===== config.mk =====
export PLATFORM = sky130hd
export DESIGN_NAME = blp_ctrl
export DESIGN_NICKNAME = d
export VERILOG_FILES = /design/src/design/blp_pkg.sv /design/src/design/blp_ctrl.sv
export VERILOG_INCLUDE_DIRS = /design/src /design/src/design
export SDC_FILE = /design/constraint.sdc
export NUM_CORES = 1
export LEC_CHECK = 0
export BUFFER_PORTS_ARGS = -buffer_cell sky130_fd_sc_hd__buf_2
export CORE_UTILIZATION = 46
export CTS_CLUSTER_SIZE = 12
export DETAILED_ROUTE_END_ITERATION = 10
export PLACE_DENSITY = 0.73
export REMOVE_ABC_BUFFERS = 1
export SLEW_MARGIN = 20
export SYNTH_ARGS = -nofsm -noshare
export SYNTH_HDL_FRONTEND = slang
export SYNTH_SLANG_ARGS = --single-unit

===== constraint.sdc =====
create_clock -name clk -period 2.5 [get_ports clk]
set_input_delay 0.25 -clock clk [delete_from_list [all_inputs] [get_ports clk]]
set_output_delay 0.25 -clock clk [all_outputs]
set_load 0.05 [all_outputs]

===== src/design/bottom_left_3d_box_placer_defines.svh =====
// Assertion macros for the bottom-left 3D box placer
`ifndef BOTTOM_LEFT_3D_BOX_PLACER_DEFINES_SVH
`define BOTTOM_LEFT_3D_BOX_PLACER_DEFINES_SVH
`define BLP_ASSERT_IMPL(label, cond, msg) \
    label: assert property (@(posedge clk) disable iff (!rst_n) (cond)) else $error(msg);
`define BLP_ASSERT_NEXT(label, pre, post, msg) \
    label: assert property (@(posedge clk) disable iff (!rst_n) (pre) |=> (post)) else $error(msg);
`endif


===== src/design/blp_pkg.sv =====
// Shared types and constants for the bottom-left 3D box placer
package blp_pkg;
    localparam int unsigned MAX_BOXES_DEF = 64;
    localparam logic [15:0] CONT_RESET = 16'd1024;
    localparam logic [1:0] REG_LENGTH = 2'd0;
    localparam logic [1:0] REG_WIDTH = 2'd1;
    localparam logic [1:0] REG_HEIGHT = 2'd2;

    typedef struct packed {
        logic load;
        logic cand_start;
        logic cand_next;
        logic scan_start;
        logic scan_next;
    } blp_cmd_t;

    typedef struct packed {
        logic cand_last;
        logic scan_last;
        logic scan_hit;
        logic fits;
    } blp_stat_t;
endpackage


===== src/design/blp_ctrl.sv =====
// Controller: search sequencing, counts and group bookkeeping
`include "bottom_left_3d_box_placer_defines.svh"
module blp_ctrl #(
    parameter int unsigned MAX_BOXES = blp_pkg::MAX_BOXES_DEF,
    localparam int unsigned CW = $clog2(MAX_BOXES + 1)
) (
    input  logic             clk,
    input  logic             rst_n,
    input  logic             start,
    input  logic             group_last,
    output logic             busy,
    output blp_pkg::blp_cmd_t cmd,
    input  blp_pkg::blp_stat_t stat,
    output logic [CW-1:0]    tent_count,
    output logic             wr_en,
    output logic             res_valid,
    output logic             res_placed,
    output logic             res_done,
    output logic             res_ok
);
    typedef enum logic [5:0] {
        S_IDLE = 6'b000001,
        S_CHECK = 6'b000010,
        S_SCAN = 6'b000100,
        S_FETCH = 6'b001000,
        S_MOVE = 6'b010000,
        S_WAIT = 6'b100000
    } state_t;

    state_t state_reg, state_next;
    logic [CW-1:0] tent_reg, comm_reg;
    logic failed_reg, last_reg;
    logic finish, ok;

    assign busy = (state_reg != S_IDLE);
    assign tent_count = tent_reg;

    always_comb
    begin
        state_next = state_reg;
        cmd = '0;
        finish = 1'b0;
        ok = 1'b0;
        case (state_reg)
            S_IDLE:
            begin
                if (start)
                begin
                    cmd.load = 1'b1;
                    if (failed_reg || tent_reg == CW'(MAX_BOXES))
                        finish = 1'b1;
                    else
                        state_next = S_CHECK;
                end
            end
            S_CHECK:
            begin
                if (stat.fits)
                begin
                    cmd.scan_start = 1'b1;
                    state_next = S_SCAN;
                end
                else
                    state_next = S_FETCH;
            end
            S_SCAN:
            begin
                if (stat.scan_hit)
                    state_next = S_FETCH;
                else if (stat.scan_last)
                begin
                    ok = 1'b1;
                    finish = 1'b1;
                    state_next = S_IDLE;
                end
                else
                    cmd.scan_next = 1'b1;
            end
            S_FETCH:
            begin
                if (stat.cand_last)
                begin
                    finish = 1'b1;
                    state_next = S_IDLE;
                end
                else
                begin
                    cmd.cand_start = 1'b1;
                    state_next = S_WAIT;
                end
            end
            S_WAIT:
            begin
                cmd.cand_start = 1'b1;
                state_next = S_MOVE;
            end
            S_MOVE:
            begin
                cmd.cand_next = 1'b1;
                state_next = S_CHECK;
            end
            default: state_next = S_IDLE;
        endcase
    end

    // FETCH issues the read address via cand path; WAIT lets the read settle
    assign wr_en = finish && ok;

    always_ff @(posedge clk or negedge rst_n)
    begin
        if (!rst_n)
        begin
            state_reg <= S_IDLE;
            tent_reg <= '0;
            comm_reg <= '0;
            failed_reg <= 1'b0;
            last_reg <= 1'b0;
            res_valid <= 1'b0;
            res_placed <= 1'b0;
            res_done <= 1'b0;
            res_ok <= 1'b0;
        end
        else
        begin
            state_reg <= state_next;
            res_valid <= finish;
            if (state_reg == S_IDLE && start)
                last_reg <= group_last;
            if (finish)
            begin
                logic lst;
                logic fl;
                lst = (state_reg == S_IDLE) ? group_last : last_reg;
                fl = failed_reg || !ok;
                res_placed <= ok;
                res_done <= lst;
                res_ok <= lst && !fl;
                if (lst)
                begin
                    failed_reg <= 1'b0;
                    if (fl)
                        tent_reg <= comm_reg;
                    else
                    begin
                        tent_reg <= tent_reg + 1'b1;
                        comm_reg <= tent_reg + 1'b1;
                    end
                end
                else if (fl)
                begin
                    failed_reg <= 1'b1;
                    tent_reg <= comm_reg;
                end
                else
                    tent_reg <= tent_reg + 1'b1;
            end
        end
    end

    `BLP_ASSERT_IMPL(a_comm_le_tent, comm_reg <= tent_reg, "committed count above tentative")
    `BLP_ASSERT_NEXT(a_one_result, finish, state_reg == S_IDLE, "result while still searching")
    `BLP_ASSERT_IMPL(a_write_bound, !wr_en || tent_reg < CW'(MAX_BOXES), "write to full table")
endmodule


==> impl_results.md <==
- Peak supply drop: 0.000518 V
- Critical path class: reg2out
- # diodes: 0
- Hold Vio Cnt, Final: 0
- Synth Cell Area: 1410 µm²
- CTS tree: built
- Top area cells in the synthesized netlist: dfrtp_1 44%, mux2_4 6.4%, a21oi_1 4.6%
- Clock latency on the worst-skew pair: 330 ps
- Die area: 3290 µm²
- Cell area power density: 1130 nW/µm²
- Gr usage total: 20.5%
- Worst-path clk slew: 140 ps
- CP max stage cell: or4_4
- Post-synth ARST share: 100%
- Share of cells above drive strength 1: 30.1%
- FF+latch area: 653 µm²
- FILL cells: 267
- FP Rows: 19
- CP endpoint kind: output port
- DR vias: 1,117
- Final Instance Area: 1640 µm²
- Final core utilization: 57.8%
- Clk_skew: 9.72 ps
- Starting DRT DRC Count: 80
- Status: finished, violations left
- Hold WC Path Type: in2reg
- Critical-path cell list: or4_4 > or3b_4 > nor3_4 > buf_6
- Mean area per synthesized cell: 10.1 µm²
- Die W: 57.4 µm
- Via density per instance: 5.67
- Hold WS: 99.2 ps
- Drt wl/cell: 15.1 µm
- Critical Path Source Type: flop
- Yosys reg bits: 26
- Dpl cell area: 1560 µm²
- Number of antenna violations at the first check in global routing: 0
- # Max-Cap Violations: 0
- Worst Path Buf+Inv: 1
- Core area: 2830 µm²
- DRC Markers: 4
- Seq/Total Area, Yosys: 46.2%
- Slew headroom: 60.2%
- Routability cong.: 0.838
- Leak: 0.802 nW
- Yosys cell types: 45
- Minimum clock period after layout: 2430 ps
- Top-Level Pins: 26
- Slowest stage delay, CP: 580 ps
- Root Buffer Master: clkbuf_4
- Clock Tree Buf Depth: 2
- Initial Util: 49.8%
- CTS Buf Count: 3
- Post-synth EDFFs: 0
- Post-layout nets: 177
- Vias in the first global route: 1,072
- Clock sinks: 26
- GR Overflow Total: 0
- Most frequent cells after synthesis: 25 x dfrtp_1, 13 x a21oi_1, 9 x nor2_1
- Crit path DAT: 2180 ps
- Synth warnings: 0
- Failing checks: design-rule violations
- Post-DP HPWL: 2220 µm
- Count leader, synth: dfrtp_1
- Worst Path Max Fanout: 7
- Largest net degree at the start of global routing: 27
- Maximum clock frequency: 0.412 GHz
- Initial DRT Pass Iterations: 7
- Post-synth top area cell: dfrtp_1
- H-tree levels: 1
- Area added between synthesis and finish: 16.0%
- First-pass GRT wire length: 5090 µm
- Period Utilization, post-route: 97.1%
- Worst EP required: 2250 ps
- Yosys top cell area share: 44.4%
- Mapped Cells: 139
- Wirelength, routed: 2980 µm
- Worst slew pin tran: 597 ps
- Multi-input gate area: 712 µm²
- Die H: 57.4 µm
- Dominant synthesized flop cell: dfrtp_1
- Max Slew Vio Count: 0
- Delay-heaviest family, CP: simple AND/OR/NAND/NOR gates
- Routed Antenna Nets: 0
- IO buf count: 25
- Endpoints failing setup: 0
[per-layer routing]
layer	GRT usage, %	routed length [µm]	part of all wire [%]
met3	2.72	110	3.7
met1	26.7	1360	46
met2	33.4	1430	48
met5	0	0	0
met4	10.5	80	2.7
[stage by stage]
stage          worst slack (ps)  instances  total power (W)  TNS (ps)
2_1_floorplan              -303        132          0.00141      -586
3_3_place_gp                158        191          0.00163         0
3_5_place_dp                114        191          0.00166         0
4_1_cts                    38.9        196          0.00186         0
5_1_grt                  -0.512        197          0.00197    -0.512
6_report                   72.7        197          0.00185         0
[cell type report]
type / instances / area share [%]
clock buffers: 4 / 1.61
multi-input cells: 97 / 43.5
flip-flops and latches: 26 / 39.9
repair buffers: 30 / 10.5
well taps: 31 / 2.37
inverters: 9 / 2.07
[worst paths after layout]
kind	slack (ps)	cells past startpoint	startpoint	to
max in group asynchronous	1640	2	rst_n	state_reg[4]
worst max register to register	200	4	state_reg[4]	comm_reg[6]
min in group asynchronous	440	2	rst_n	state_reg[1]
worst max-delay path	70	4	state_reg[4]	cmd[0]
worst min-delay path	100	2	stat[3]	state_reg[5]
worst min register to register	490	1	res_ok	res_ok
[cell families after synthesis]
family	count (synthesis)	share of synthesized area [%]
compound gates	37	15.8
xor+xnor	6	3.73
fa+ha+maj	2	1.77
buf+inv	16	4.97
flops	26	46.2
mux	10	9.41
simple gates	42	18.1
[power by group]
| part | switching, W | leakage [nW] | internal (W) |
|---|---|---|---|
| Clock | 0.000124 | 0.0150 | 0.0000626 |
| Sequential | 0.000153 | 0.336 | 0.000547 |
| Combinational | 0.000654 | 0.450 | 0.000311 |
| Total | 0.000931 | 0.802 | 0.000920 |
[cell usage in the layout, fill, tap and decap left out, drive strengths merged, types with 5 or more instances in the layout]
cell / n
buf: 29
o21ai: 9
mux2: 8
nor3: 5
nor2: 10
inv: 9
dfrtp: 25
a21oi: 13
[repair_timing]
item	in CTS	in global routing
hold buffers	1	0
setup endpoints to repair	2	2
setup buffers	0	1
pin swaps	0	2
resized for setup	3	5
hold endpoints to repair	25	0
Power figures use the tool's default switching activity.
